### src/hdl/htfd_pkg.sv
`timescale 1ns / 1ps
// ----------------------------------------------------------------------------
// htfd_pkg
// Shared types, constants and the bytewise CRC-8 function of the humidity and
// temperature frame decoder.
// ----------------------------------------------------------------------------
package htfd_pkg;

  // Field widths.
  localparam int BYTE_W  = 8;
  localparam int RAW_W   = 16;
  localparam int TEMP_W  = 9;
  localparam int HUM_W   = 7;

  // CRC-8, polynomial x^8+x^5+x^4+1, initial value zero.
  localparam logic [BYTE_W-1:0] CRC_POLY = 8'h31;

  // The two low bits of the raw value are status bits.
  localparam logic [RAW_W-1:0] STATUS_MASK = 16'hFFFC;

  // Conversion in fixed point. The numerator is coef * S - offset; the
  // quotient is taken by a 16-bit shift, and for temperature a further
  // division by 100.
  localparam int COEF_W = 15;
  localparam int PROD_W = COEF_W + RAW_W;
  localparam logic [COEF_W-1:0] TEMP_COEF   = 15'd17572;
  localparam logic [COEF_W-1:0] HUM_COEF    = 15'd125;
  localparam logic [PROD_W-1:0] TEMP_OFFSET = 31'd307036160;
  localparam logic [PROD_W-1:0] HUM_OFFSET  = 31'd393216;
  localparam int FRAC_BITS = 16;

  // Magnitude after the shift stays below 2^14.
  localparam int MAG_W = 14;

  // Division by 100 as a multiplication by ceil(2^19 / 100); exact for every
  // magnitude below 43690.
  localparam int RECIP_W     = 13;
  localparam int RECIP_SHIFT = 19;
  localparam logic [RECIP_W-1:0] RECIP_100 = 13'd5243;
  localparam int RECIP_PROD_W = MAG_W + RECIP_W;
  localparam int QUOT_W = 8;

  // Finished frame handed from the frame tracker to the converter.
  typedef struct packed {
    logic [RAW_W-1:0] s_value;  // raw value with the status bits cleared
    logic             ok;       // received CRC matched
    logic             hum;      // frame kind: 1 humidity, 0 temperature
  } frame_t;

  // One byte through the CRC, most significant bit first.
  function automatic logic [BYTE_W-1:0] crc8_update(input logic [BYTE_W-1:0] crc,
                                                    input logic [BYTE_W-1:0] data);
    logic [BYTE_W-1:0] c;
    c = crc ^ data;
    for (int i = 0; i < BYTE_W; i++) begin
      if (c[BYTE_W-1]) begin
        c = {c[BYTE_W-2:0], 1'b0} ^ CRC_POLY;
      end else begin
        c = {c[BYTE_W-2:0], 1'b0};
      end
    end
    return c;
  endfunction

endpackage

### src/hdl/htfd_frame.sv
`timescale 1ns / 1ps
// ----------------------------------------------------------------------------
// htfd_frame
// Input register and frame tracker: follows the byte position, assembles the
// raw value, runs the CRC and hands each finished frame on.
// ----------------------------------------------------------------------------
module htfd_frame (
  input  logic                        clk,
  input  logic                        rst,
  input  logic                        byte_valid,
  output logic                        byte_ready,
  input  logic [htfd_pkg::BYTE_W-1:0] byte_data,
  input  logic                        byte_start,
  input  logic                        byte_hum,
  output logic                        frm_valid,
  input  logic                        frm_ready,
  output htfd_pkg::frame_t            frm
);
  import htfd_pkg::*;

  localparam logic [1:0] POS_MSB = 2'd0;
  localparam logic [1:0] POS_LSB = 2'd1;
  localparam logic [1:0] POS_CRC = 2'd2;

  logic              in_valid;
  logic [BYTE_W-1:0] in_byte;
  logic              in_start;
  logic              in_hum;

  logic [1:0]        position;
  logic [1:0]        position_next;
  logic [BYTE_W-1:0] crc;
  logic [BYTE_W-1:0] crc_next;
  logic [RAW_W-1:0]  raw;
  logic [RAW_W-1:0]  raw_next;

  logic [1:0]        pos_eff;
  logic [BYTE_W-1:0] crc_eff;
  logic              done;
  logic              proc;

  // The registered byte is processed once the frame slot is free.
  assign proc       = in_valid && (!frm_valid || frm_ready);
  assign byte_ready = !in_valid || proc;

  // Input register.
  always_ff @(posedge clk) begin
    if (rst) begin
      in_valid <= 1'b0;
    end else if (byte_ready) begin
      in_valid <= byte_valid;
    end
    if (byte_ready && byte_valid) begin
      in_byte  <= byte_data;
      in_start <= byte_start;
      in_hum   <= byte_hum;
    end
  end

  // A frame start, or a position out of range, restarts the frame.
  assign pos_eff = (in_start || position > POS_CRC) ? POS_MSB : position;
  assign crc_eff = (in_start || position > POS_CRC) ? '0 : crc;

  // Position sequencing and CRC update for one byte.
  always_comb begin
    position_next = POS_MSB;
    crc_next      = '0;
    raw_next      = raw;
    done          = 1'b0;
    case (pos_eff)
      POS_MSB: begin
        raw_next      = {in_byte, {BYTE_W{1'b0}}};
        crc_next      = crc8_update('0, in_byte);
        position_next = POS_LSB;
      end
      POS_LSB: begin
        raw_next      = {raw[RAW_W-1:BYTE_W], in_byte};
        crc_next      = crc8_update(crc_eff, in_byte);
        position_next = POS_CRC;
      end
      POS_CRC: begin
        done = 1'b1;
      end
      default: begin
        raw_next      = {in_byte, {BYTE_W{1'b0}}};
        crc_next      = crc8_update('0, in_byte);
        position_next = POS_LSB;
      end
    endcase
  end

  // Frame state.
  always_ff @(posedge clk) begin
    if (rst) begin
      position <= POS_MSB;
      crc      <= '0;
      raw      <= '0;
    end else if (proc) begin
      position <= position_next;
      crc      <= crc_next;
      raw      <= raw_next;
    end
  end

  // Finished frame register.
  always_ff @(posedge clk) begin
    if (rst) begin
      frm_valid <= 1'b0;
    end else if (!frm_valid || frm_ready) begin
      frm_valid <= proc && done;
    end
    if (proc && done) begin
      frm.s_value <= raw & STATUS_MASK;
      frm.ok      <= (crc_eff == in_byte);
      frm.hum     <= in_hum;
    end
  end

  // The position never leaves the three byte slots.
  a_pos_range: assert property (@(posedge clk) disable iff (rst)
    position <= POS_CRC)
    else $error("frame position out of range");

  // A processed CRC byte always yields a finished frame.
  a_crc_gives_frame: assert property (@(posedge clk) disable iff (rst)
    proc && pos_eff == POS_CRC |=> frm_valid)
    else $error("CRC byte produced no frame");

  // After a frame the tracker is back at the first byte with a cleared CRC.
  a_frame_restart: assert property (@(posedge clk) disable iff (rst)
    proc && done |=> position == POS_MSB && crc == '0)
    else $error("frame tracker not restarted after CRC byte");

endmodule

### src/hdl/htfd_convert.sv
`timescale 1ns / 1ps
// ----------------------------------------------------------------------------
// htfd_convert
// Three-stage converter: product, magnitude and quotient. Holds the last
// good temperature and humidity and drives the result register.
// ----------------------------------------------------------------------------
module htfd_convert (
  input  logic                        clk,
  input  logic                        rst,
  input  logic                        frm_valid,
  output logic                        frm_ready,
  input  htfd_pkg::frame_t            frm,
  output logic                        out_valid,
  input  logic                        out_ready,
  output logic signed [htfd_pkg::TEMP_W-1:0] temperature_c,
  output logic [htfd_pkg::HUM_W-1:0]  humidity_pct,
  output logic                        crc_ok,
  output logic                        was_humidity
);
  import htfd_pkg::*;

  // Product stage.
  logic              p_valid;
  logic [PROD_W-1:0] p_prod;
  logic              p_ok;
  logic              p_hum;
  // Magnitude stage.
  logic              m_valid;
  logic [MAG_W-1:0]  m_mag;
  logic              m_neg;
  logic              m_ok;
  logic              m_hum;

  logic              out_free;
  logic              m_free;
  logic              p_free;
  logic              out_load;

  logic [COEF_W-1:0]       coef;
  logic [PROD_W-1:0]       prod_c;
  logic [PROD_W-1:0]       offset;
  logic                    above;
  logic [PROD_W-1:0]       mag_c;
  logic [RECIP_PROD_W-1:0] recip_prod;
  logic [QUOT_W-1:0]       quot;
  logic signed [TEMP_W-1:0] temp_c;
  logic [HUM_W-1:0]        hum_c;

  logic signed [TEMP_W-1:0] held_temp;
  logic [HUM_W-1:0]         held_hum;

  // Each stage moves on when the one after it is free, so bubbles close up.
  assign out_free  = !out_valid || out_ready;
  assign out_load  = m_valid && out_free;
  assign m_free    = !m_valid || out_free;
  assign p_free    = !p_valid || m_free;
  assign frm_ready = p_free;

  // Numerator product, coefficient chosen by kind.
  assign coef   = frm.hum ? HUM_COEF : TEMP_COEF;
  assign prod_c = PROD_W'(coef) * PROD_W'(frm.s_value);

  always_ff @(posedge clk) begin
    if (rst) begin
      p_valid <= 1'b0;
    end else if (p_free) begin
      p_valid <= frm_valid;
    end
    if (p_free && frm_valid) begin
      p_prod <= prod_c;
      p_ok   <= frm.ok;
      p_hum  <= frm.hum;
    end
  end

  // Offset subtraction as sign and magnitude, then drop the fraction.
  assign offset = p_hum ? HUM_OFFSET : TEMP_OFFSET;
  assign above  = p_prod >= offset;
  assign mag_c  = above ? (p_prod - offset) : (offset - p_prod);

  always_ff @(posedge clk) begin
    if (rst) begin
      m_valid <= 1'b0;
    end else if (m_free) begin
      m_valid <= p_valid;
    end
    if (m_free && p_valid) begin
      m_mag <= mag_c[FRAC_BITS +: MAG_W];
      m_neg <= !above;
      m_ok  <= p_ok;
      m_hum <= p_hum;
    end
  end

  // Temperature: divide the magnitude by 100 and restore the sign.
  // Humidity: zero below the offset, else the whole part.
  assign recip_prod = RECIP_PROD_W'(m_mag) * RECIP_PROD_W'(RECIP_100);
  assign quot       = recip_prod[RECIP_SHIFT +: QUOT_W];
  assign temp_c     = m_neg ? -$signed({1'b0, quot}) : $signed({1'b0, quot});
  assign hum_c      = m_neg ? '0 : m_mag[HUM_W-1:0];

  // Held values and result register.
  always_ff @(posedge clk) begin
    if (rst) begin
      out_valid <= 1'b0;
      held_temp <= '0;
      held_hum  <= '0;
    end else begin
      if (out_free) begin
        out_valid <= m_valid;
      end
      if (out_load && m_ok) begin
        if (m_hum) begin
          held_hum <= hum_c;
        end else begin
          held_temp <= temp_c;
        end
      end
    end
    if (out_load) begin
      crc_ok       <= m_ok;
      was_humidity <= m_hum;
    end
  end

  assign temperature_c = held_temp;
  assign humidity_pct  = held_hum;

  // A failed CRC leaves both held values untouched.
  a_fail_keeps: assert property (@(posedge clk) disable iff (rst)
    out_load && !m_ok |=> $stable(held_temp) && $stable(held_hum))
    else $error("held value changed on CRC mismatch");

  // Humidity stays within the sensor's span.
  a_hum_range: assert property (@(posedge clk) disable iff (rst)
    held_hum <= HUM_W'(119))
    else $error("held humidity out of range");

endmodule

### src/hdl/humidity_temp_frame_decoder.sv
`timescale 1ns / 1ps
// ----------------------------------------------------------------------------
// humidity_temp_frame_decoder
// Checks the CRC of three-byte sensor measurement frames and converts the
// raw value to whole degrees Celsius or whole percent relative humidity.
// ----------------------------------------------------------------------------
// The block takes one frame byte per clock (raw MSB, raw LSB, CRC) while
// s_axis_tready is high and gives one result per completed frame: an input
// register, the frame tracker register, a product register, a magnitude
// register and the result register form the path. The CRC byte's
// tuser kind bit selects the conversion. On a CRC match the value of that
// kind is updated and held; on a mismatch both held values stay as they were
// and crc_ok is low. A byte with frame_start set always begins a new frame.
// Results that wait at the output do not stop incoming bytes until the
// stages behind the result register are full.
// ----------------------------------------------------------------------------
module humidity_temp_frame_decoder (
  input  logic        clk,
  input  logic        rst,
  input  logic        s_axis_tvalid,
  output logic        s_axis_tready,
  input  logic [7:0]  s_axis_tdata,   // [7:0] rx_byte
  input  logic [1:0]  s_axis_tuser,   // [0] frame_start, [1] is_humidity
  output logic        m_axis_tvalid,
  input  logic        m_axis_tready,
  output logic [15:0] m_axis_tdata,   // [8:0] temperature_c, [15:9] humidity_pct
  output logic [1:0]  m_axis_tuser    // [0] crc_ok, [1] was_humidity
);
  import htfd_pkg::*;

  logic                     frm_valid;
  logic                     frm_ready;
  frame_t                   frm;
  logic signed [TEMP_W-1:0] temperature_c;
  logic [HUM_W-1:0]         humidity_pct;
  logic                     crc_ok;
  logic                     was_humidity;

  // Byte tracking and CRC.
  htfd_frame u_frame (
    .clk        (clk),
    .rst        (rst),
    .byte_valid (s_axis_tvalid),
    .byte_ready (s_axis_tready),
    .byte_data  (s_axis_tdata),
    .byte_start (s_axis_tuser[0]),
    .byte_hum   (s_axis_tuser[1]),
    .frm_valid  (frm_valid),
    .frm_ready  (frm_ready),
    .frm        (frm)
  );

  // Conversion and held values.
  htfd_convert u_convert (
    .clk           (clk),
    .rst           (rst),
    .frm_valid     (frm_valid),
    .frm_ready     (frm_ready),
    .frm           (frm),
    .out_valid     (m_axis_tvalid),
    .out_ready     (m_axis_tready),
    .temperature_c (temperature_c),
    .humidity_pct  (humidity_pct),
    .crc_ok        (crc_ok),
    .was_humidity  (was_humidity)
  );

  // Result packing.
  assign m_axis_tdata = {humidity_pct, temperature_c};
  assign m_axis_tuser = {was_humidity, crc_ok};

endmodule
### config.mk
export PLATFORM = sky130hd
export DESIGN_NAME = humidity_temp_frame_decoder
export DESIGN_NICKNAME = d
export VERILOG_FILES = /design/src/hdl/htfd_pkg.sv /design/src/hdl/htfd_frame.sv /design/src/hdl/htfd_convert.sv /design/src/hdl/humidity_temp_frame_decoder.sv
export SDC_FILE = /design/constraint.sdc
export NUM_CORES = 1
export LEC_CHECK = 0
export BUFFER_PORTS_ARGS = -buffer_cell sky130_fd_sc_hd__buf_4
export CAP_MARGIN = 25
export CORE_ASPECT_RATIO = 0.9
export CORE_MARGIN = 10
export CORE_UTILIZATION = 40
export DETAILED_ROUTE_END_ITERATION = 16
export PLACE_DENSITY_LB_ADDON = 0.3
export SLEW_MARGIN = 20
export SYNTH_ARGS = -nofsm -noshare
export SYNTH_HDL_FRONTEND = slang
export SYNTH_HIERARCHICAL = 1
export SYNTH_SLANG_ARGS = --single-unit
export TNS_END_PERCENT = 10
### constraint.sdc
create_clock -name clk -period 6.1 [get_ports clk]
set_input_delay 0.305 -clock clk [delete_from_list [all_inputs] [get_ports clk]]
set_output_delay 0.305 -clock clk [all_outputs]
set_load 0.02 [all_outputs]
Word level (Yosys, flattened, before mapping)
Cells that the tools add are included.
- bits in registers: 123
- word-level logic and storage cells: 143
- output and inout port bits: 20
- input port bits: 14
- equal/unequal tests: 3
- bitwise logic cells: 27
- reductions and logical operators: 25
- muxes and demuxes: 55
- order comparisons: 2
- add/sub/neg operators: 3
- multipliers: 2
- operators by type and width (operator ; number):
    8-bit two-way mux ; 22
    6-bit two-way mux ; 23
    3-bit inverter ; 23
    30-bit subtractor ; 2
    16-bit one-hot mux with 2 select lines ; 1
    31-bit by 29-bit greater-or-equal comparator with 1-bit output ; 1
    30-bit two-way mux ; 1
    15-bit by 14-bit multiplier with 29-bit output ; 1
    29-bit two-way mux ; 1
    14-bit by 13-bit multiplier with 27-bit output, second input constant ; 1
    8-bit one-hot mux with 3 select lines ; 1
    15-bit two-way mux ; 1
    9-bit two-way mux ; 1
    8-bit negator with 9-bit output ; 1
    8-bit == test ; 1
    8-bit bitwise XOR ; 1
    1-bit logical AND ; 7
    7-bit two-way mux ; 1
    1-bit logical NOT ; 6
    1-bit logical OR ; 6
    2-bit AND reduction ; 3
    2-bit one-hot mux with 2 select lines ; 1
    1-bit inverter ; 3
    3-bit AND reduction ; 1
    other kinds (7) ; 7

Longest topological paths before layout
Gate-level depths: netlist of the first run.
- depth after elaboration: 28
- gate-level depth with buffers: 27
- mapped depth without buffers: 25

Hierarchy
The synthesis of the first run kept the hierarchy.
- modules (own cells, without submodules) (module ; times used ; cells each ; sequential area each (um2) ; area an instance (um2)):
    htfd_convert ; 1 ; 1149 ; 1941.9 ; 11472.3
    htfd_frame ; 1 ; 228 ; 1301.2 ; 2456.1
    humidity_temp_frame_decoder ; 1 ; 2 ; 0.0 ; 15.0

Least setup slack after synthesis of the first run
OpenSTA, ideal clock, no wires.
- path kind: reg2reg
- start: register, netlist name u_frame/frm[0]
- end: register u_convert.p_prod[30] (data pin)
- period minus slack after synthesis: 6543 ps
- arrival: 6286 ps
- stages on the path, launching flop included: 24
- path buffers: 2
- path slack: -443 ps
- setup time: 258 ps
- data required time: 5842 ps
- cell sequence: edfxtp_1 > clkbuf_1 > clkbuf_1 > nand2_1 > fa_1 > fa_1 > inv_1 > fa_1 > fa_1 > fa_1 > inv_1 > fa_1 > inv_1 > ha_1 > nand3_1 > nor2_1 > a221o_1 > a31oi_1 > o21ai_0 > o221ai_1 > o2111a_1 > o21bai_1 > a21oi_1 > xnor2_1
- longest elaborated chain between the ends: 2
- RTL lines (element ; RTL line ; text):
    15-bit two-way mux ; htfd_convert.sv:60 ; assign coef = frm.hum ? HUM_COEF : TEMP_COEF;
    15-bit by 14-bit multiplier with 29-bit output ; htfd_convert.sv:61 ; assign prod_c = PROD_W'(coef) * PROD_W'(frm.s_value);
    via u_convert.prod_c[30] ; htfd_convert.sv:40 ; logic [PROD_W-1:0] prod_c;
    to (signal assigned) ; htfd_convert.sv:70 ; p_prod <= prod_c;
    to (decl) ; htfd_convert.sv:24 ; logic [PROD_W-1:0] p_prod;
The timed path passes the listed nets, and every way through them passes these cells.
A chain may end at the register's enable or synchronous reset.

Worst setup path in the final report of the first run
- start: register, netlist name u_frame/frm[0]
- end: register u_convert.p_prod[28] (data pin)
- longest elaborated chain between the ends: 2
- RTL lines (element ; RTL line):
    15-bit two-way mux ; htfd_convert.sv:60
    15-bit by 14-bit multiplier with 29-bit output ; htfd_convert.sv:61
    via u_convert.prod_c[28] ; htfd_convert.sv:40
The timed path passes the listed nets, and every way through them passes these cells.

==> results of run 1 <==
-- critical path: stages, from the launching register on --
cell and delay [ns]:
sky130_fd_sc_hd__edfxtp_1 0.42, sky130_fd_sc_hd__buf_6 0.17, sky130_fd_sc_hd__nand2_2 0.06, sky130_fd_sc_hd__buf_4 0.14
sky130_fd_sc_hd__fa_2 0.58, sky130_fd_sc_hd__fa_1 0.41, sky130_fd_sc_hd__inv_1 0.08, sky130_fd_sc_hd__fa_1 0.43
sky130_fd_sc_hd__fa_1 0.51, sky130_fd_sc_hd__fa_1 0.51, sky130_fd_sc_hd__inv_1 0.05, sky130_fd_sc_hd__fa_1 0.48
sky130_fd_sc_hd__inv_2 0.05, sky130_fd_sc_hd__ha_4 0.24, sky130_fd_sc_hd__a21o_1 0.17, sky130_fd_sc_hd__a221o_1 0.37
sky130_fd_sc_hd__a31oi_4 0.24, sky130_fd_sc_hd__o21ai_2 0.13, sky130_fd_sc_hd__o221ai_2 0.19, sky130_fd_sc_hd__buf_4 0.16
sky130_fd_sc_hd__o211ai_1 0.09, sky130_fd_sc_hd__a21oi_1 0.19, sky130_fd_sc_hd__xnor2_1 0.09
-- metal layers --
layer	part of all wire, %	vias to the layer above	GRT usage, %
met5	0	-	0
met4	1.1	0	3.053
met3	3.5	20	2.327
met2	46	120	21.92
met1	49	4784	19.13
li1	-	4835	-
-- stage by stage --
| stage | setup WS (ns) | cells | utilization, % | setup TNS, ns |
|---|---|---|---|---|
| after floorplan | -0.01034 | 1394 | - | -0.01034 |
| after global placement | -0.003362 | 1922 | 44.59 | -0.003362 |
| after detailed placement | -0.1056 | 1922 | 44.59 | -0.1826 |
| after CTS | -0.002967 | 1955 | 46.47 | -0.005661 |
| after global routing | -0.1404 | 1974 | 47.66 | -0.5086 |
| final | 0.1025 | 1974 | 47.66 | 0 |
-- what timing repair did --
item | in CTS | in global routing
endpoints found under the setup margin | 5 | 14
pin swaps | 5 | 45
resized for setup | 3 | 64
setup buffers | 1 | 18
-- power by group --
part / switching [W] / total (W) / internal [W]
combinational: 0.000250 / 0.000478 / 0.000228
sequential: 0.0000157 / 0.000927 / 0.000911
clock: 0.000393 / 0.00104 / 0.000645
-- placed cells by master, fill, tap and decap left out, types with 8 or more instances in the layout --
cell type | Yosys | final
sky130_fd_sc_hd__dfxtp_1 | 45 | 45
sky130_fd_sc_hd__and2_1 | 9 | 8
sky130_fd_sc_hd__nand2b_1 | 8 | 8
sky130_fd_sc_hd__inv_2 | 0 | 10
sky130_fd_sc_hd__nor2b_1 | 14 | 14
sky130_fd_sc_hd__a211oi_1 | 16 | 14
sky130_fd_sc_hd__nand2_1 | 53 | 46
sky130_fd_sc_hd__nor3_1 | 20 | 20
sky130_fd_sc_hd__nor3b_1 | 12 | 12
sky130_fd_sc_hd__ha_1 | 230 | 219
sky130_fd_sc_hd__o21bai_1 | 11 | 9
sky130_fd_sc_hd__xor2_1 | 24 | 24
sky130_fd_sc_hd__clkbuf_16 | 0 | 22
sky130_fd_sc_hd__a21oi_1 | 62 | 60
sky130_fd_sc_hd__nor2_1 | 72 | 71
sky130_fd_sc_hd__xnor2_1 | 44 | 43
sky130_fd_sc_hd__ha_4 | 0 | 9
sky130_fd_sc_hd__o21ai_0 | 46 | 41
sky130_fd_sc_hd__edfxtp_1 | 78 | 78
sky130_fd_sc_hd__inv_1 | 281 | 270
sky130_fd_sc_hd__fa_1 | 148 | 145
sky130_fd_sc_hd__o211ai_1 | 8 | 8
sky130_fd_sc_hd__nand3_1 | 23 | 22
sky130_fd_sc_hd__a21o_1 | 16 | 16
sky130_fd_sc_hd__buf_4 | 4 | 110
sky130_fd_sc_hd__conb_1 | 2 | 17
-- cells by family (layout without fill, tap and decap cells) --
family,Yosys count,count (layout),share of synthesized area (%)
flip-flops,123,123,23.26
XOR/XNOR,74,74,5.151
AO/OA/AOI/OAI,221,221,10.57
other,2,17,0.05386
multiplexers,5,5,0.3590
adder cells (fa/ha/maj),380,380,42.03
buffers and inverters,312,430,8.704
AND/OR/NAND/NOR,262,262,9.871
-- how the worst min path moves through the flow --
stage,startpoint,to,slack (ns),depth (start not counted)
5_1_grt,s_axis_tuser[0],u_frame/in_start,0.03,1
3_5_place_dp,u_frame/raw[7],u_frame/frm[9],0.42,0
4_1_cts,s_axis_tdata[4],u_frame/in_byte[4],0.04,1
2_1_floorplan,u_convert/p_ok,u_convert/m_ok,0.40,0
3_3_place_gp,u_convert/p_ok,u_convert/m_ok,0.41,0
6_report,s_axis_tdata[6],u_frame/in_byte[6],0.05,1
-- layout make-up --
cell class	count	area, um2	share of cell area (%)
Clock buffer	23	554.3	3.401
Inverter	281	1057	6.487
Timing Repair Buffer	117	928.4	5.697
Tap cell	462	578.1	3.547
Clock inverter	9	68.82	0.4223
Sequential cell	123	3243	19.90
Multi-Input combinational cell	959	9867	60.55
-- sequential cells by signal, summed over array words and instances, names as in the netlist, 2 cells and up --
register and count:
u_convert/humidity_pct 7, u_convert/m_mag 14, u_convert/p_prod 31, u_convert/temperature_c 9
u_frame/crc 8, u_frame/frm 16, u_frame/in_byte 8, u_frame/position 2
u_frame/raw 14
==> flow_summary.html, run 1 <==
<table>
<tr><th>Metric</th><th>Value</th></tr>
<tr><th colspan="2">STA</th></tr>
<tr><td>Final worst path period share</td><td>between 90% and 100%</td></tr>
<tr><td>Worst hold slack after final layout</td><td>around 0.055 ns</td></tr>
<tr><td>Worst clock skew on the final layout</td><td>0.01080 ns</td></tr>
<tr><td>Highest attainable clock frequency</td><td>around 170 MHz</td></tr>
<tr><td>RSZ-0062 raised after global routing</td><td>yes</td></tr>
<tr><td>Transition time at the pin with the least slew margin</td><td>0.8820 ns</td></tr>
<tr><td>Endpoints failing setup</td><td>0</td></tr>
<tr><td>Post-layout minimum cycle time</td><td>between 5 and 6 ns</td></tr>
<tr><td>Final hold viol count</td><td>0</td></tr>
<tr><td>Max-Slew Margin vs Limit</td><td>around two fifths</td></tr>
<tr><td>Total count of max-transition violations in the final report</td><td>0</td></tr>
<tr><th colspan="2">CTS</th></tr>
<tr><td>Skew-Pair Late Insertion Delay</td><td>roughly 0.42 ns</td></tr>
<tr><td>TritonCTS clock tree</td><td>done</td></tr>
<tr><td>CTS H-Tree Depth</td><td>4</td></tr>
<tr><td>Clock sink count</td><td>~120</td></tr>
<tr><td>Number of clock buffers inserted by TritonCTS</td><td>17</td></tr>
<tr><td>Cell chosen for the clock root</td><td>sky130_fd_sc_hd__clkbuf_16</td></tr>
<tr><td>Clock transition at the registers of the reported paths</td><td>around 0.06 ns</td></tr>
<tr><td>Number of hold-repair buffers added at the cts stage</td><td>0</td></tr>
<tr><td>Maximum root-to-sink buffer count</td><td>2</td></tr>
<tr><th colspan="2">Setup path</th></tr>
<tr><td>Crit path launch type</td><td>flip-flop</td></tr>
<tr><td>Timing startpoint of the critical path</td><td>u_frame/frm[0]</td></tr>
<tr><td>Type of the worst setup path</td><td>reg2reg</td></tr>
<tr><td>WP data required</td><td>6.27 ns</td></tr>
<tr><td>End of the critical path</td><td>u_convert/p_prod[28]</td></tr>
<tr><td>Worst flop-to-flop path endpoint</td><td>u_convert/p_prod[28]</td></tr>
<tr><td>Reg2reg setup slack</td><td>about 0.10 ns</td></tr>
<tr><td>Largest fanout of any net on the critical path</td><td>5</td></tr>
<tr><td>Arrival time worst endpoint</td><td>a little over 6 ns</td></tr>
<tr><td>Reg2Reg Depth</td><td>22</td></tr>
<tr><td>Worst R2R Start</td><td>u_frame/frm[0]</td></tr>
<tr><td>Critical path endpoint category</td><td>flip-flop</td></tr>
<tr><th colspan="2">Place</th></tr>
<tr><td>Count of port buffers added during placement</td><td>33</td></tr>
<tr><td>Detailed placer's ending HPWL</td><td>23960 um</td></tr>
<tr><td>Cell Area, Placed</td><td>15250 um2</td></tr>
<tr><td>Final estimated routing congestion in global placement</td><td>between 0.8 and 0.9</td></tr>
<tr><th colspan="2">Global routing</th></tr>
<tr><td>Overflow left after global routing</td><td>0</td></tr>
<tr><td>Global routing usage summed across all routing layers</td><td>13.74%</td></tr>
<tr><td>Wire length of the first global-routing pass</td><td>between 40000 and 50000 um</td></tr>
<tr><td>Number of antenna violations at the first check in global routing</td><td>1</td></tr>
<tr><td>Number of global-route vias before repair</td><td>a little under 10000</td></tr>
<tr><td>Pin count of the biggest net entering global routing</td><td>48</td></tr>
<tr><th colspan="2">Logic synthesis</th></tr>
<tr><td>EDFF count, synth</td><td>78</td></tr>
<tr><td>Largest cells by area after synthesis</td><td>sky130_fd_sc_hd__fa_1 21%, sky130_fd_sc_hd__ha_1 21%, sky130_fd_sc_hd__edfxtp_1 17%, sky130_fd_sc_hd__inv_1 7.6%, sky130_fd_sc_hd__dfxtp_1 6.5%</td></tr>
<tr><td>Top flip-flop cell by instance count after synthesis</td><td>sky130_fd_sc_hd__edfxtp_1</td></tr>
<tr><td>Number of synthesis warnings</td><td>6</td></tr>
<tr><td>Portion of the post-synthesis area used by sequential elements</td><td>between 20% and 30%</td></tr>
<tr><td>Number of standard cells after synthesis</td><td>approximately 1400</td></tr>
<tr><td>Synth Cell Area</td><td>between 10000 and 15000 um2</td></tr>
<tr><td>Async set-or-reset flop fraction in the synthesized netlist</td><td>0%</td></tr>
<tr><td>Average size of a mapped cell</td><td>10.11 um2</td></tr>
<tr><td>Most used standard cells in the synthesized netlist</td><td>281 x sky130_fd_sc_hd__inv_1, 230 x sky130_fd_sc_hd__ha_1, 148 x sky130_fd_sc_hd__fa_1</td></tr>
<tr><td>Leading cell type by number of instances after synthesis</td><td>sky130_fd_sc_hd__inv_1</td></tr>
<tr><td>Area fraction of the dominant cell type after synthesis</td><td>approximately a fifth</td></tr>
<tr><td>Synth unique cells</td><td>76</td></tr>
<tr><td>Number of flip-flops and latches in the synthesized netlist</td><td>123</td></tr>
<tr><td>Cell taking the most area after synthesis</td><td>sky130_fd_sc_hd__fa_1</td></tr>
<tr><th colspan="2">Layout</th></tr>
<tr><td>Ant. Diodes</td><td>0</td></tr>
<tr><td>Net total in the final layout</td><td>around 1900</td></tr>
<tr><td>Number of inserted filler cells in the final layout</td><td>between 3000 and 4000</td></tr>
<tr><td>Final non-filler cell area</td><td>16300 um2</td></tr>
<tr><td>Share of final-layout standard cells stronger than drive strength 1</td><td>between 10% and 20%</td></tr>
<tr><td>Growth of design area from synthesis to finish</td><td>16.88%</td></tr>
<tr><th colspan="2">Routing</th></tr>
<tr><td>Residual DRC count</td><td>0</td></tr>
<tr><td>First-iteration detailed-routing DRC count</td><td>455</td></tr>
<tr><td>Routed via count divided by cell count</td><td>a little under 5</td></tr>
<tr><td>First drt pass iteration count</td><td>5</td></tr>
<tr><td>Average wire per standard cell</td><td>approximately 15 um</td></tr>
<tr><td>Count of nets left with antenna violations after detail routing</td><td>0</td></tr>
<tr><td>Total number of vias</td><td>9759</td></tr>
<tr><td>Final routed wirelength across all metal layers</td><td>between 20000 and 30000 um</td></tr>
<tr><th colspan="2">Floorplanning</th></tr>
<tr><td>Area enclosed by the die boundary</td><td>between 40000 and 50000 um2</td></tr>
<tr><td>Starting density of the core</td><td>between 40% and 50%</td></tr>
<tr><td>Total core area</td><td>between 30000 and 40000 um2</td></tr>
<tr><td>Number of core rows</td><td>64</td></tr>
<tr><td>Die outline width</td><td>~220 um</td></tr>
<tr><td>I/O Pins</td><td>34</td></tr>
<tr><td>Height of the die</td><td>slightly below 200 um</td></tr>
<tr><th colspan="2">Power</th></tr>
<tr><td>Power density over cell area</td><td>between 100 and 150 nW/um2</td></tr>
<tr><td>Total power</td><td>between 0.002 and 0.0025 W</td></tr>
<tr><td>Leakage</td><td>~7.8 nW</td></tr>
<tr><td>Maximum vdd drop</td><td>roughly 0.19 mV</td></tr>
<tr><th colspan="2">Run status</th></tr>
<tr><td>Outcome</td><td>finished, final reports clean</td></tr>
<tr><th colspan="2">Worst hold path</th></tr>
<tr><td>Class of the most critical hold timing path</td><td>in2reg</td></tr>
<tr><th colspan="2">Flow run</th></tr>
<tr><td>Number of max-cap violations</td><td>0</td></tr>
</table>
No activity file was read; power rests on OpenSTA's default activity.
==> run 2: changes to the inputs <==
Settings changed: REMOVE_ABC_BUFFERS set to 1.
==> flow_summary.html, run 2 (synthesis results as in run 1) <==
<table>
<tr><th>Metric</th><th>Value</th></tr>
<tr><th colspan="2">Run status</th></tr>
<tr><td>Outcome</td><td>finished with violations (was finished, final reports clean)</td></tr>
<tr><td>Violated checks</td><td>setup timing</td></tr>
<tr><th colspan="2">Layout</th></tr>
<tr><td>Ant. Diodes</td><td>0 (unchanged)</td></tr>
<tr><td>Flip-flop count of the largest register after layout</td><td>31 (unchanged)</td></tr>
<tr><td>Register with the most flip-flops</td><td>u_convert/p_prod (unchanged)</td></tr>
<tr><td>Largest registers in the final layout</td><td>u_convert/p_prod: 31 flops, u_frame/frm: 16 flops (unchanged)</td></tr>
<tr><td>Share of final-layout standard cells stronger than drive strength 1</td><td>14.57% (was 15.81%)</td></tr>
<tr><td>Most common cell after layout, fill and taps aside</td><td>sky130_fd_sc_hd__inv_1 (unchanged)</td></tr>
<tr><td>Area used by multi-input combinational logic</td><td>9754 um2 (was 9867 um2)</td></tr>
<tr><td>Net total in the final layout</td><td>1889 (was 1891)</td></tr>
<tr><td>Post-Route Utilization</td><td>47.19% (was 47.66%)</td></tr>
<tr><td>Most frequent cells in the layout</td><td>272 x sky130_fd_sc_hd__inv_1, 223 x sky130_fd_sc_hd__ha_1, 147 x sky130_fd_sc_hd__fa_1 (was 270 x sky130_fd_sc_hd__inv_1, 219 x sky130_fd_sc_hd__ha_1, 145 x sky130_fd_sc_hd__fa_1)</td></tr>
<tr><td>Number of inserted filler cells in the final layout</td><td>3206 (was 3232)</td></tr>
<tr><td>Growth of design area from synthesis to finish</td><td>15.73% (was 16.88%)</td></tr>
<tr><td>Register area</td><td>3243 um2 (unchanged)</td></tr>
<tr><th colspan="2">Routing</th></tr>
<tr><td>Average wire per standard cell</td><td>14.83 um (was 14.75 um)</td></tr>
<tr><td>Count of nets left with antenna violations after detail routing</td><td>0 (unchanged)</td></tr>
<tr><td>Routed via count divided by cell count</td><td>4.935 (was 4.944)</td></tr>
<tr><td>Residual DRC count</td><td>0 (unchanged)</td></tr>
<tr><td>Final routed wirelength across all metal layers</td><td>29250 um (was 29120 um)</td></tr>
<tr><td>First-iteration detailed-routing DRC count</td><td>460 (was 455)</td></tr>
<tr><td>First drt pass iteration count</td><td>5 (unchanged)</td></tr>
<tr><td>Total number of vias</td><td>9732 (was 9759)</td></tr>
<tr><th colspan="2">Worst hold path</th></tr>
<tr><td>Class of the most critical hold timing path</td><td>in2reg (unchanged)</td></tr>
<tr><th colspan="2">CTS</th></tr>
<tr><td>Clock transition at the registers of the reported paths</td><td>0.06 ns (about the same)</td></tr>
<tr><td>Cell chosen for the clock root</td><td>sky130_fd_sc_hd__clkbuf_16 (unchanged)</td></tr>
<tr><td>Skew-Pair Late Insertion Delay</td><td>0.42 ns (about the same)</td></tr>
<tr><td>CTS H-Tree Depth</td><td>4 (unchanged)</td></tr>
<tr><td>TritonCTS clock tree</td><td>done (unchanged)</td></tr>
<tr><td>Maximum root-to-sink buffer count</td><td>2 (unchanged)</td></tr>
<tr><td>Number of clock buffers inserted by TritonCTS</td><td>17 (unchanged)</td></tr>
<tr><td>Clock sink count</td><td>123 (unchanged)</td></tr>
<tr><th colspan="2">Power</th></tr>
<tr><td>Net switching power figure</td><td>0.0006664 W (was 0.0006590 W)</td></tr>
<tr><td>Clk pwr share</td><td>41.9% (was 42.5%)</td></tr>
<tr><td>Power density over cell area</td><td>152.3 nW/um2 (was 149.9 nW/um2)</td></tr>
<tr><td>Portion of total power attributed to combinational logic</td><td>20.5% (was 19.6%)</td></tr>
<tr><td>Net Sw Frac</td><td>27.12% (was 26.98%)</td></tr>
<tr><td>Leakage</td><td>7.751 nW (was 7.828 nW)</td></tr>
<tr><td>Maximum vdd drop</td><td>0.2048 mV (was 0.1892 mV)</td></tr>
<tr><td>Power share of the sequential group</td><td>37.7% (was 37.9%)</td></tr>
<tr><td>Internal power contribution</td><td>0.001791 W (was 0.001784 W)</td></tr>
<tr><th colspan="2">Setup path</th></tr>
<tr><td>Crit path launch type</td><td>flip-flop (unchanged)</td></tr>
<tr><td>Reg2reg setup slack</td><td>-0.03 ns (was 0.10 ns)</td></tr>
<tr><td>Critical path endpoint category</td><td>flip-flop (unchanged)</td></tr>
<tr><td>Arrival time worst endpoint</td><td>6.30 ns (was 6.16 ns)</td></tr>
<tr><td>Largest fanout of any net on the critical path</td><td>9 (was 5)</td></tr>
<tr><td>WP data required</td><td>6.26 ns (was 6.27 ns)</td></tr>
<tr><td>Type of the worst setup path</td><td>reg2reg (unchanged)</td></tr>
<tr><th colspan="2">Global routing</th></tr>
<tr><td>Number of antenna violations at the first check in global routing</td><td>0 (was 1)</td></tr>
<tr><td>Global routing usage summed across all routing layers</td><td>14.11% (was 13.74%)</td></tr>
<tr><td>Wire length of the first global-routing pass</td><td>49650 um (was 48470 um)</td></tr>
<tr><td>Number of global-route vias before repair</td><td>10180 (was 9937)</td></tr>
<tr><td>Pin count of the biggest net entering global routing</td><td>48 (unchanged)</td></tr>
<tr><td>Overflow left after global routing</td><td>0 (unchanged)</td></tr>
<tr><th colspan="2">STA</th></tr>
<tr><td>Worst clock skew on the final layout</td><td>0.01246 ns (was 0.01080 ns)</td></tr>
<tr><td>Post-layout minimum cycle time</td><td>6.134 ns (was 5.997 ns)</td></tr>
<tr><td>Max-Slew Margin vs Limit</td><td>42.61% (was 41.20%)</td></tr>
<tr><td>Total count of max-transition violations in the final report</td><td>0 (unchanged)</td></tr>
<tr><td>Final hold viol count</td><td>0 (unchanged)</td></tr>
<tr><td>Total Negative Setup Slacks</td><td>-0.04202 ns (was 0 ns)</td></tr>
<tr><td>Highest attainable clock frequency</td><td>163.0 MHz (was 166.7 MHz)</td></tr>
<tr><td>Setup slack after layout</td><td>-0.03440 ns (was 0.1025 ns)</td></tr>
<tr><td>Final worst path period share</td><td>100.6% (was 98.32%)</td></tr>
<tr><td>Transition time at the pin with the least slew margin</td><td>0.8608 ns (was 0.8820 ns)</td></tr>
<tr><td>RSZ-0062 raised after global routing</td><td>yes (unchanged)</td></tr>
<tr><td>Endpoints failing setup</td><td>2 (was 0)</td></tr>
<tr><th colspan="2">Floorplanning</th></tr>
<tr><td>Number of core rows</td><td>64 (unchanged)</td></tr>
<tr><td>Height of the die</td><td>197.1 um (unchanged)</td></tr>
<tr><td>Area enclosed by the die boundary</td><td>42740 um2 (unchanged)</td></tr>
<tr><td>Total core area</td><td>34190 um2 (unchanged)</td></tr>
<tr><td>I/O Pins</td><td>34 (unchanged)</td></tr>
<tr><td>Die outline width</td><td>216.8 um (unchanged)</td></tr>
<tr><td>Starting density of the core</td><td>40.78% (unchanged)</td></tr>
<tr><th colspan="2">Place</th></tr>
<tr><td>Detailed placer's ending HPWL</td><td>24300 um (was 23960 um)</td></tr>
<tr><td>Count of port buffers added during placement</td><td>33 (unchanged)</td></tr>
<tr><td>Worst slack, placed</td><td>-0.3348 ns (was -0.1056 ns)</td></tr>
<tr><td>Final estimated routing congestion in global placement</td><td>0.8784 (was 0.8526)</td></tr>
<tr><th colspan="2">Flow run</th></tr>
<tr><td>Number of max-cap violations</td><td>0 (unchanged)</td></tr>
</table>
==> run 2: changes by cell type in the layout (fill, tap and decap cells not counted), sizes merged <==
cell,previous run,this run
buf,117,115
bufinv,0,2
clkinv,5,6
clkbuf,23,19
clkinvlp,2,3
==> run 2: what timing repair did <==
item	4_1_cts	5_1_grt
gates resized for setup	29	23
endpoints found under the setup margin	7	14
setup buffers	8	4
hold buffers	0	0
cloned	0	0
pin swaps	25	5
==> run 2: final cells by class <==
| cell class | count | share of cell area, % |
|---|---|---|
| clock buffers | 19 | 2.877 |
| clock inverters | 13 | 0.8684 |
| inverters | 281 | 6.536 |
| multi-input cells | 959 | 60.45 |
| flip-flops and latches | 123 | 20.10 |
| well taps | 462 | 3.582 |
| repair buffers | 115 | 5.590 |
==> run 2: layer usage <==
layer | up-vias | share of wire (%) | wire length, um | global-route usage [%]
li1 | 4831 | - | - | -
met1 | 4736 | 49 | 14360 | 19.12
met5 | - | 0 | 0 | 0
met3 | 16 | 3.1 | 902 | 2.205
met2 | 149 | 47 | 13770 | 23.40
met4 | 0 | 0.76 | 223 | 2.924
==> run 2: power groups by stage <==
stage	clock network, W	registers (W)	logic (W)
floorplan	0	0.000937	0.000332
CTS	0.00105	0.000925	0.000484
global route	0.00109	0.000927	0.000564
finish	0.00103	0.000926	0.000503
global placement	0	0.000943	0.000446
detailed placement	0	0.000943	0.000451
==> run 2: critical path: stages (launching register included) <==
cell and delay [ns]:
sky130_fd_sc_hd__edfxtp_1 0.50, sky130_fd_sc_hd__buf_6 0.18, sky130_fd_sc_hd__buf_4 0.16, sky130_fd_sc_hd__and2_4 0.14, sky130_fd_sc_hd__ha_1 0.28, sky130_fd_sc_hd__inv_1 0.06
sky130_fd_sc_hd__fa_1 0.50, sky130_fd_sc_hd__fa_1 0.53, sky130_fd_sc_hd__inv_1 0.06, sky130_fd_sc_hd__fa_1 0.49, sky130_fd_sc_hd__inv_2 0.04, sky130_fd_sc_hd__fa_1 0.54
sky130_fd_sc_hd__inv_2 0.04, sky130_fd_sc_hd__fa_2 0.58, sky130_fd_sc_hd__ha_4 0.20, sky130_fd_sc_hd__a21o_1 0.14, sky130_fd_sc_hd__a21o_1 0.17, sky130_fd_sc_hd__a21o_1 0.22
sky130_fd_sc_hd__o31ai_4 0.23, sky130_fd_sc_hd__o21ai_4 0.11, sky130_fd_sc_hd__o221ai_2 0.18, sky130_fd_sc_hd__o2111a_1 0.20, sky130_fd_sc_hd__o21bai_1 0.07, sky130_fd_sc_hd__a21oi_1 0.16
sky130_fd_sc_hd__xnor2_1 0.09
==> run 2: path summary, 6_finish.rpt <==
check | cells after the start | to | start
min | 1 | u_frame/in_byte[4] | s_axis_tdata[4]
max reg2reg | 24 | u_convert/p_prod[30] | u_frame/frm[0]
min reg2reg | 0 | u_frame/frm[4] | u_frame/raw[2]
max | 24 | u_convert/p_prod[30] | u_frame/frm[0]
==> run 2: metrics by stage <==
step | power (W) | hold WS (ns) | cells | area, um2
4_1_cts | 0.002463 | 0.03587 | 1968 | 16020
6_report | 0.002458 | 0.05481 | 1972 | 16140
5_1_grt | 0.002577 | 0.03505 | 1972 | 16140
3_3_place_gp | 0.001388 | 0.4084 | 1928 | 15210
3_5_place_dp | 0.001394 | 0.4145 | 1929 | 15230
2_1_floorplan | 0.001269 | 0.3741 | 1363 | 13840
==> run 3: changes to the inputs <==
--- a/config.mk
+++ b/config.mk
@@ -7,5 +7,6 @@
 export LEC_CHECK = 0
+export ABC_AREA = 1
 export BUFFER_PORTS_ARGS = -buffer_cell sky130_fd_sc_hd__buf_4
 export CAP_MARGIN = 25
-export CORE_ASPECT_RATIO = 0.9
+export CORE_ASPECT_RATIO = 1.5
 export CORE_MARGIN = 10
==> constraint.sdc (replaced) <==
create_clock -name clk -period 6.1 [get_ports clk]
set_input_delay 0.61 -clock clk [delete_from_list [all_inputs] [get_ports clk]]
set_output_delay 0.61 -clock clk [all_outputs]
set_load 0.02 [all_outputs]
==> flow_summary.html, run 3 <==
<table>
<tr><th>Metric</th><th>Value</th></tr>
<tr><th colspan="2">Run status</th></tr>
<tr><td>Outcome</td><td>finished, final reports clean (was finished with violations)</td></tr>
<tr><th colspan="2">Logic synthesis</th></tr>
<tr><td>Synth Cell Area</td><td>15310 um2 (was 13940 um2)</td></tr>
<tr><td>Area fraction of the dominant cell type after synthesis</td><td>19.35% (was 21.25%)</td></tr>
<tr><td>Leading cell type by number of instances after synthesis</td><td>sky130_fd_sc_hd__inv_1 (unchanged)</td></tr>
<tr><td>Synth unique cells</td><td>58 (was 76)</td></tr>
<tr><td>Top flip-flop cell by instance count after synthesis</td><td>sky130_fd_sc_hd__edfxtp_1 (unchanged)</td></tr>
<tr><td>Most used standard cells in the synthesized netlist</td><td>439 x sky130_fd_sc_hd__inv_1, 355 x sky130_fd_sc_hd__nand2_1, 230 x sky130_fd_sc_hd__ha_1 (was 281 x sky130_fd_sc_hd__inv_1, 230 x sky130_fd_sc_hd__ha_1, 148 x sky130_fd_sc_hd__fa_1)</td></tr>
<tr><td>Number of standard cells after synthesis</td><td>1850 (was 1379)</td></tr>
<tr><td>Largest cells by area after synthesis</td><td>sky130_fd_sc_hd__fa_1 19%, sky130_fd_sc_hd__ha_1 19%, sky130_fd_sc_hd__edfxtp_1 15%, sky130_fd_sc_hd__inv_1 11%, sky130_fd_sc_hd__nand2_1 8.7% (was sky130_fd_sc_hd__fa_1 21%, sky130_fd_sc_hd__ha_1 21%, sky130_fd_sc_hd__edfxtp_1 17%, sky130_fd_sc_hd__inv_1 7.6%, sky130_fd_sc_hd__dfxtp_1 6.5%)</td></tr>
<tr><td>Average size of a mapped cell</td><td>8.276 um2 (was 10.11 um2)</td></tr>
<tr><td>Number of flip-flops and latches in the synthesized netlist</td><td>123 (unchanged)</td></tr>
<tr><td>EDFF count, synth</td><td>78 (unchanged)</td></tr>
<tr><td>Async set-or-reset flop fraction in the synthesized netlist</td><td>0% (unchanged)</td></tr>
<tr><td>Number of synthesis warnings</td><td>6 (unchanged)</td></tr>
<tr><td>Cell taking the most area after synthesis</td><td>sky130_fd_sc_hd__fa_1 (unchanged)</td></tr>
<tr><td>Portion of the post-synthesis area used by sequential elements</td><td>21.18% (was 23.26%)</td></tr>
<tr><th colspan="2">Layout</th></tr>
<tr><td>Share of final-layout standard cells stronger than drive strength 1</td><td>6.545% (was 14.57%)</td></tr>
<tr><td>Area used by multi-input combinational logic</td><td>10300 um2 (was 9754 um2)</td></tr>
<tr><td>Post-Route Utilization</td><td>44.52% (was 47.19%)</td></tr>
<tr><td>Register with the most flip-flops</td><td>u_convert/p_prod (unchanged)</td></tr>
<tr><td>Number of inserted filler cells in the final layout</td><td>3804 (was 3206)</td></tr>
<tr><td>Growth of design area from synthesis to finish</td><td>9.521% (was 15.73%)</td></tr>
<tr><td>Post-route non-filler standard cell count</td><td>2399 (was 1972)</td></tr>
<tr><td>Net total in the final layout</td><td>2289 (was 1889)</td></tr>
<tr><td>Largest registers in the final layout</td><td>u_convert/p_prod: 31 flops, u_frame/frm: 16 flops (unchanged)</td></tr>
<tr><td>Most frequent cells in the layout</td><td>439 x sky130_fd_sc_hd__inv_1, 354 x sky130_fd_sc_hd__nand2_1, 230 x sky130_fd_sc_hd__ha_1 (was 272 x sky130_fd_sc_hd__inv_1, 223 x sky130_fd_sc_hd__ha_1, 147 x sky130_fd_sc_hd__fa_1)</td></tr>
<tr><td>Register area</td><td>3243 um2 (unchanged)</td></tr>
<tr><td>Final non-filler cell area</td><td>16770 um2 (was 16140 um2)</td></tr>
<tr><td>Most common cell after layout, fill and taps aside</td><td>sky130_fd_sc_hd__inv_1 (unchanged)</td></tr>
<tr><td>Ant. Diodes</td><td>0 (unchanged)</td></tr>
<tr><td>Flip-flop count of the largest register after layout</td><td>31 (unchanged)</td></tr>
<tr><th colspan="2">Floorplanning</th></tr>
<tr><td>Number of core rows</td><td>87 (was 64)</td></tr>
<tr><td>Starting density of the core</td><td>40.65% (was 40.78%)</td></tr>
<tr><td>Die outline width</td><td>179.7 um (was 216.8 um)</td></tr>
<tr><td>I/O Pins</td><td>34 (unchanged)</td></tr>
<tr><td>Area enclosed by the die boundary</td><td>46660 um2 (was 42740 um2)</td></tr>
<tr><td>Height of the die</td><td>259.6 um (was 197.1 um)</td></tr>
<tr><td>Total core area</td><td>37660 um2 (was 34190 um2)</td></tr>
<tr><th colspan="2">STA</th></tr>
<tr><td>Total Negative Setup Slacks</td><td>0 ns (was -0.04202 ns)</td></tr>
<tr><td>Transition time at the pin with the least slew margin</td><td>0.9177 ns (was 0.8608 ns)</td></tr>
<tr><td>Worst hold slack after final layout</td><td>0.3609 ns (was 0.05481 ns)</td></tr>
<tr><td>Final hold viol count</td><td>0 (unchanged)</td></tr>
<tr><td>Highest attainable clock frequency</td><td>173.6 MHz (was 163.0 MHz)</td></tr>
<tr><td>Max-Slew Margin vs Limit</td><td>38.60% (was 42.61%)</td></tr>
<tr><td>Total count of max-transition violations in the final report</td><td>0 (unchanged)</td></tr>
<tr><td>Post-layout minimum cycle time</td><td>5.762 ns (was 6.134 ns)</td></tr>
<tr><td>RSZ-0062 raised after global routing</td><td>no (was yes)</td></tr>
<tr><td>Worst clock skew on the final layout</td><td>0.01144 ns (was 0.01246 ns)</td></tr>
<tr><td>Final worst path period share</td><td>94.45% (was 100.6%)</td></tr>
<tr><td>Endpoints failing setup</td><td>0 (was 2)</td></tr>
<tr><th colspan="2">Setup path</th></tr>
<tr><td>Arrival time worst endpoint</td><td>5.93 ns (was 6.30 ns)</td></tr>
<tr><td>Reg2Reg Depth</td><td>23 (was 24)</td></tr>
<tr><td>Crit path launch type</td><td>flip-flop (unchanged)</td></tr>
<tr><td>Reg2reg setup slack</td><td>0.34 ns (was -0.03 ns)</td></tr>
<tr><td>Critical path endpoint category</td><td>flip-flop (unchanged)</td></tr>
<tr><td>WP data required</td><td>6.26 ns (about the same)</td></tr>
<tr><td>Type of the worst setup path</td><td>reg2reg (unchanged)</td></tr>
<tr><td>Worst R2R Start</td><td>u_frame/frm[0] (unchanged)</td></tr>
<tr><td>Largest fanout of any net on the critical path</td><td>37 (was 9)</td></tr>
<tr><td>Worst flop-to-flop path endpoint</td><td>u_convert/p_prod[28] (was u_convert/p_prod[30])</td></tr>
<tr><th colspan="2">Power</th></tr>
<tr><td>Leakage</td><td>8.747 nW (was 7.751 nW)</td></tr>
<tr><td>Power density over cell area</td><td>146.1 nW/um2 (was 152.3 nW/um2)</td></tr>
<tr><td>Maximum vdd drop</td><td>0.1982 mV (was 0.2048 mV)</td></tr>
<tr><th colspan="2">Worst hold path</th></tr>
<tr><td>Class of the most critical hold timing path</td><td>in2reg (unchanged)</td></tr>
<tr><td>Hold Path Sink</td><td>u_frame/in_byte[5] (was u_frame/in_byte[4])</td></tr>
<tr><td>Min-delay src</td><td>s_axis_tdata[5] (was s_axis_tdata[4])</td></tr>
<tr><td>Cell depth of the worst min-delay path</td><td>1 (unchanged)</td></tr>
<tr><th colspan="2">CTS</th></tr>
<tr><td>Skew-Pair Late Insertion Delay</td><td>0.42 ns (about the same)</td></tr>
<tr><td>CTS H-Tree Depth</td><td>4 (unchanged)</td></tr>
<tr><td>Number of hold-repair buffers added at the cts stage</td><td>0 (unchanged)</td></tr>
<tr><td>Cell chosen for the clock root</td><td>sky130_fd_sc_hd__clkbuf_16 (unchanged)</td></tr>
<tr><td>Clock sink count</td><td>123 (unchanged)</td></tr>
<tr><td>Number of clock buffers inserted by TritonCTS</td><td>17 (unchanged)</td></tr>
<tr><td>Maximum root-to-sink buffer count</td><td>2 (unchanged)</td></tr>
<tr><td>Clock transition at the registers of the reported paths</td><td>0.06 ns (about the same)</td></tr>
<tr><td>TritonCTS clock tree</td><td>done (unchanged)</td></tr>
<tr><th colspan="2">Routing</th></tr>
<tr><td>Total number of vias</td><td>11730 (was 9732)</td></tr>
<tr><td>Met2 wire len</td><td>20500 um (was 13770 um)</td></tr>
<tr><td>Average wire per standard cell</td><td>14.99 um (was 14.83 um)</td></tr>
<tr><td>Residual DRC count</td><td>0 (unchanged)</td></tr>
<tr><td>Length of routed met3 wiring</td><td>642 um (was 902 um)</td></tr>
<tr><td>First drt pass iteration count</td><td>5 (unchanged)</td></tr>
<tr><td>First-iteration detailed-routing DRC count</td><td>517 (was 460)</td></tr>
<tr><td>Count of nets left with antenna violations after detail routing</td><td>0 (unchanged)</td></tr>
<tr><td>Final routed wirelength across all metal layers</td><td>35960 um (was 29250 um)</td></tr>
<tr><td>Top routing layer in use</td><td>met4 (unchanged)</td></tr>
<tr><td>Routed via count divided by cell count</td><td>4.889 (was 4.935)</td></tr>
<tr><td>Met1 WL</td><td>13640 um (was 14360 um)</td></tr>
<tr><th colspan="2">Place</th></tr>
<tr><td>Detailed placer's ending HPWL</td><td>31130 um (was 24300 um)</td></tr>
<tr><td>Cell Area, Placed</td><td>16130 um2 (was 15230 um2)</td></tr>
<tr><td>Cell count after placement</td><td>2366 (was 1929)</td></tr>
<tr><td>Count of port buffers added during placement</td><td>33 (unchanged)</td></tr>
<tr><td>Final estimated routing congestion in global placement</td><td>0.9005 (was 0.8784)</td></tr>
<tr><th colspan="2">Global routing</th></tr>
<tr><td>Number of global-route vias before repair</td><td>12450 (was 10180)</td></tr>
<tr><td>Wire length of the first global-routing pass</td><td>60130 um (was 49650 um)</td></tr>
<tr><td>Number of antenna violations at the first check in global routing</td><td>0 (unchanged)</td></tr>
<tr><td>Overflow left after global routing</td><td>0 (unchanged)</td></tr>
<tr><td>Global routing usage summed across all routing layers</td><td>15.64% (was 14.11%)</td></tr>
<tr><td>Pin count of the biggest net entering global routing</td><td>38 (was 48)</td></tr>
<tr><th colspan="2">Flow run</th></tr>
<tr><td>Number of max-cap violations</td><td>0 (unchanged)</td></tr>
</table>
[run 3: area by class of cell]
cell class                 instances  share of cell area, %
clock buffer                      20                  2.858
clock inverter                    12                 0.7388
inverter                         451                  10.16
multi-input combinational       1265                  61.44
sequential                       123                  19.34
tap                              489                  3.649
timing repair buffer              39                  1.821
[run 3: worst max-delay path by stage]
stage	startpoint	endpoint	slack [ns]	depth (start not counted)
after CTS	u_frame/frm[0]	u_convert/p_prod[26]	0.23	25
after floorplan	u_frame/frm[0]	u_convert/p_prod[24]	0.08	26
after global routing	u_frame/frm[0]	u_convert/p_prod[24]	0.01	22
after detailed placement	u_frame/frm[0]	u_convert/p_prod[26]	0.25	25
after global placement	u_frame/frm[0]	u_convert/p_prod[26]	0.34	28
final	u_frame/frm[0]	u_convert/p_prod[28]	0.34	23
[run 3: where the power goes]
part	internal, W	total, W	switching, W
Combinational	0.000180	0.000483	0.000303
Sequential	0.000911	0.000929	0.0000178
Clock	0.000621	0.00104	0.000418
Total	0.00171	0.00245	0.000738
[run 3: metrics by stage]
| stage | power (W) | worst slack [ns] |
|---|---|---|
| after floorplan | 0.001304 | 0.08467 |
| after global placement | 0.001409 | 0.3438 |
| after detailed placement | 0.001416 | 0.2514 |
| after CTS | 0.002465 | 0.2278 |
| after global routing | 0.002581 | 0.009655 |
| final | 0.002451 | 0.3384 |
[run 3: timing repair]
item | 4_1_cts | 5_1_grt
setup buffers | 0 | 1
endpoints found under the hold margin | 0 | 0
endpoints found under the setup margin | 0 | 6
gates resized for setup | 0 | 6
[run 3: routing by layer]
| metal | vias up | GRT usage [%] |
|---|---|---|
| li1 | 5893 | - |
| met1 | 5622 | 15.71 |
| met2 | 155 | 31.71 |
| met3 | 59 | 1.751 |
| met4 | 0 | 6.148 |
| met5 | - | 0 |
[run 3: cell families (layout without fill, tap and decap cells)]
group | count (synthesis) | count (layout) | synth area share [%]
buf+inv | 477 | 522 | 12.06
simple gates | 614 | 614 | 17.32
xor+xnor | 60 | 60 | 3.653
other cells | 2 | 17 | 0.04905
compound gates | 196 | 196 | 7.584
flops | 123 | 123 | 21.18
fa+ha+maj | 378 | 378 | 38.15
[run 3: critical path, stage by stage, from the launching register on]
cell                        delay, ns
sky130_fd_sc_hd__edfxtp_1        0.43
sky130_fd_sc_hd__buf_12          0.20
sky130_fd_sc_hd__buf_4           0.17
sky130_fd_sc_hd__nand2_1         0.12
sky130_fd_sc_hd__inv_1           0.11
sky130_fd_sc_hd__ha_1            0.32
sky130_fd_sc_hd__a21o_1          0.12
sky130_fd_sc_hd__inv_1           0.05
sky130_fd_sc_hd__fa_1            0.49
sky130_fd_sc_hd__inv_1           0.05
sky130_fd_sc_hd__fa_1            0.45
sky130_fd_sc_hd__ha_1            0.34
sky130_fd_sc_hd__fa_1            0.54
sky130_fd_sc_hd__inv_1           0.05
sky130_fd_sc_hd__fa_1            0.52
sky130_fd_sc_hd__inv_1           0.04
sky130_fd_sc_hd__ha_1            0.34
sky130_fd_sc_hd__a21oi_1         0.13
sky130_fd_sc_hd__a21boi_2        0.30
sky130_fd_sc_hd__o21ai_0         0.19
sky130_fd_sc_hd__buf_4           0.19
sky130_fd_sc_hd__nand3_1         0.07
sky130_fd_sc_hd__o2111ai_1       0.13
sky130_fd_sc_hd__xor2_1          0.16
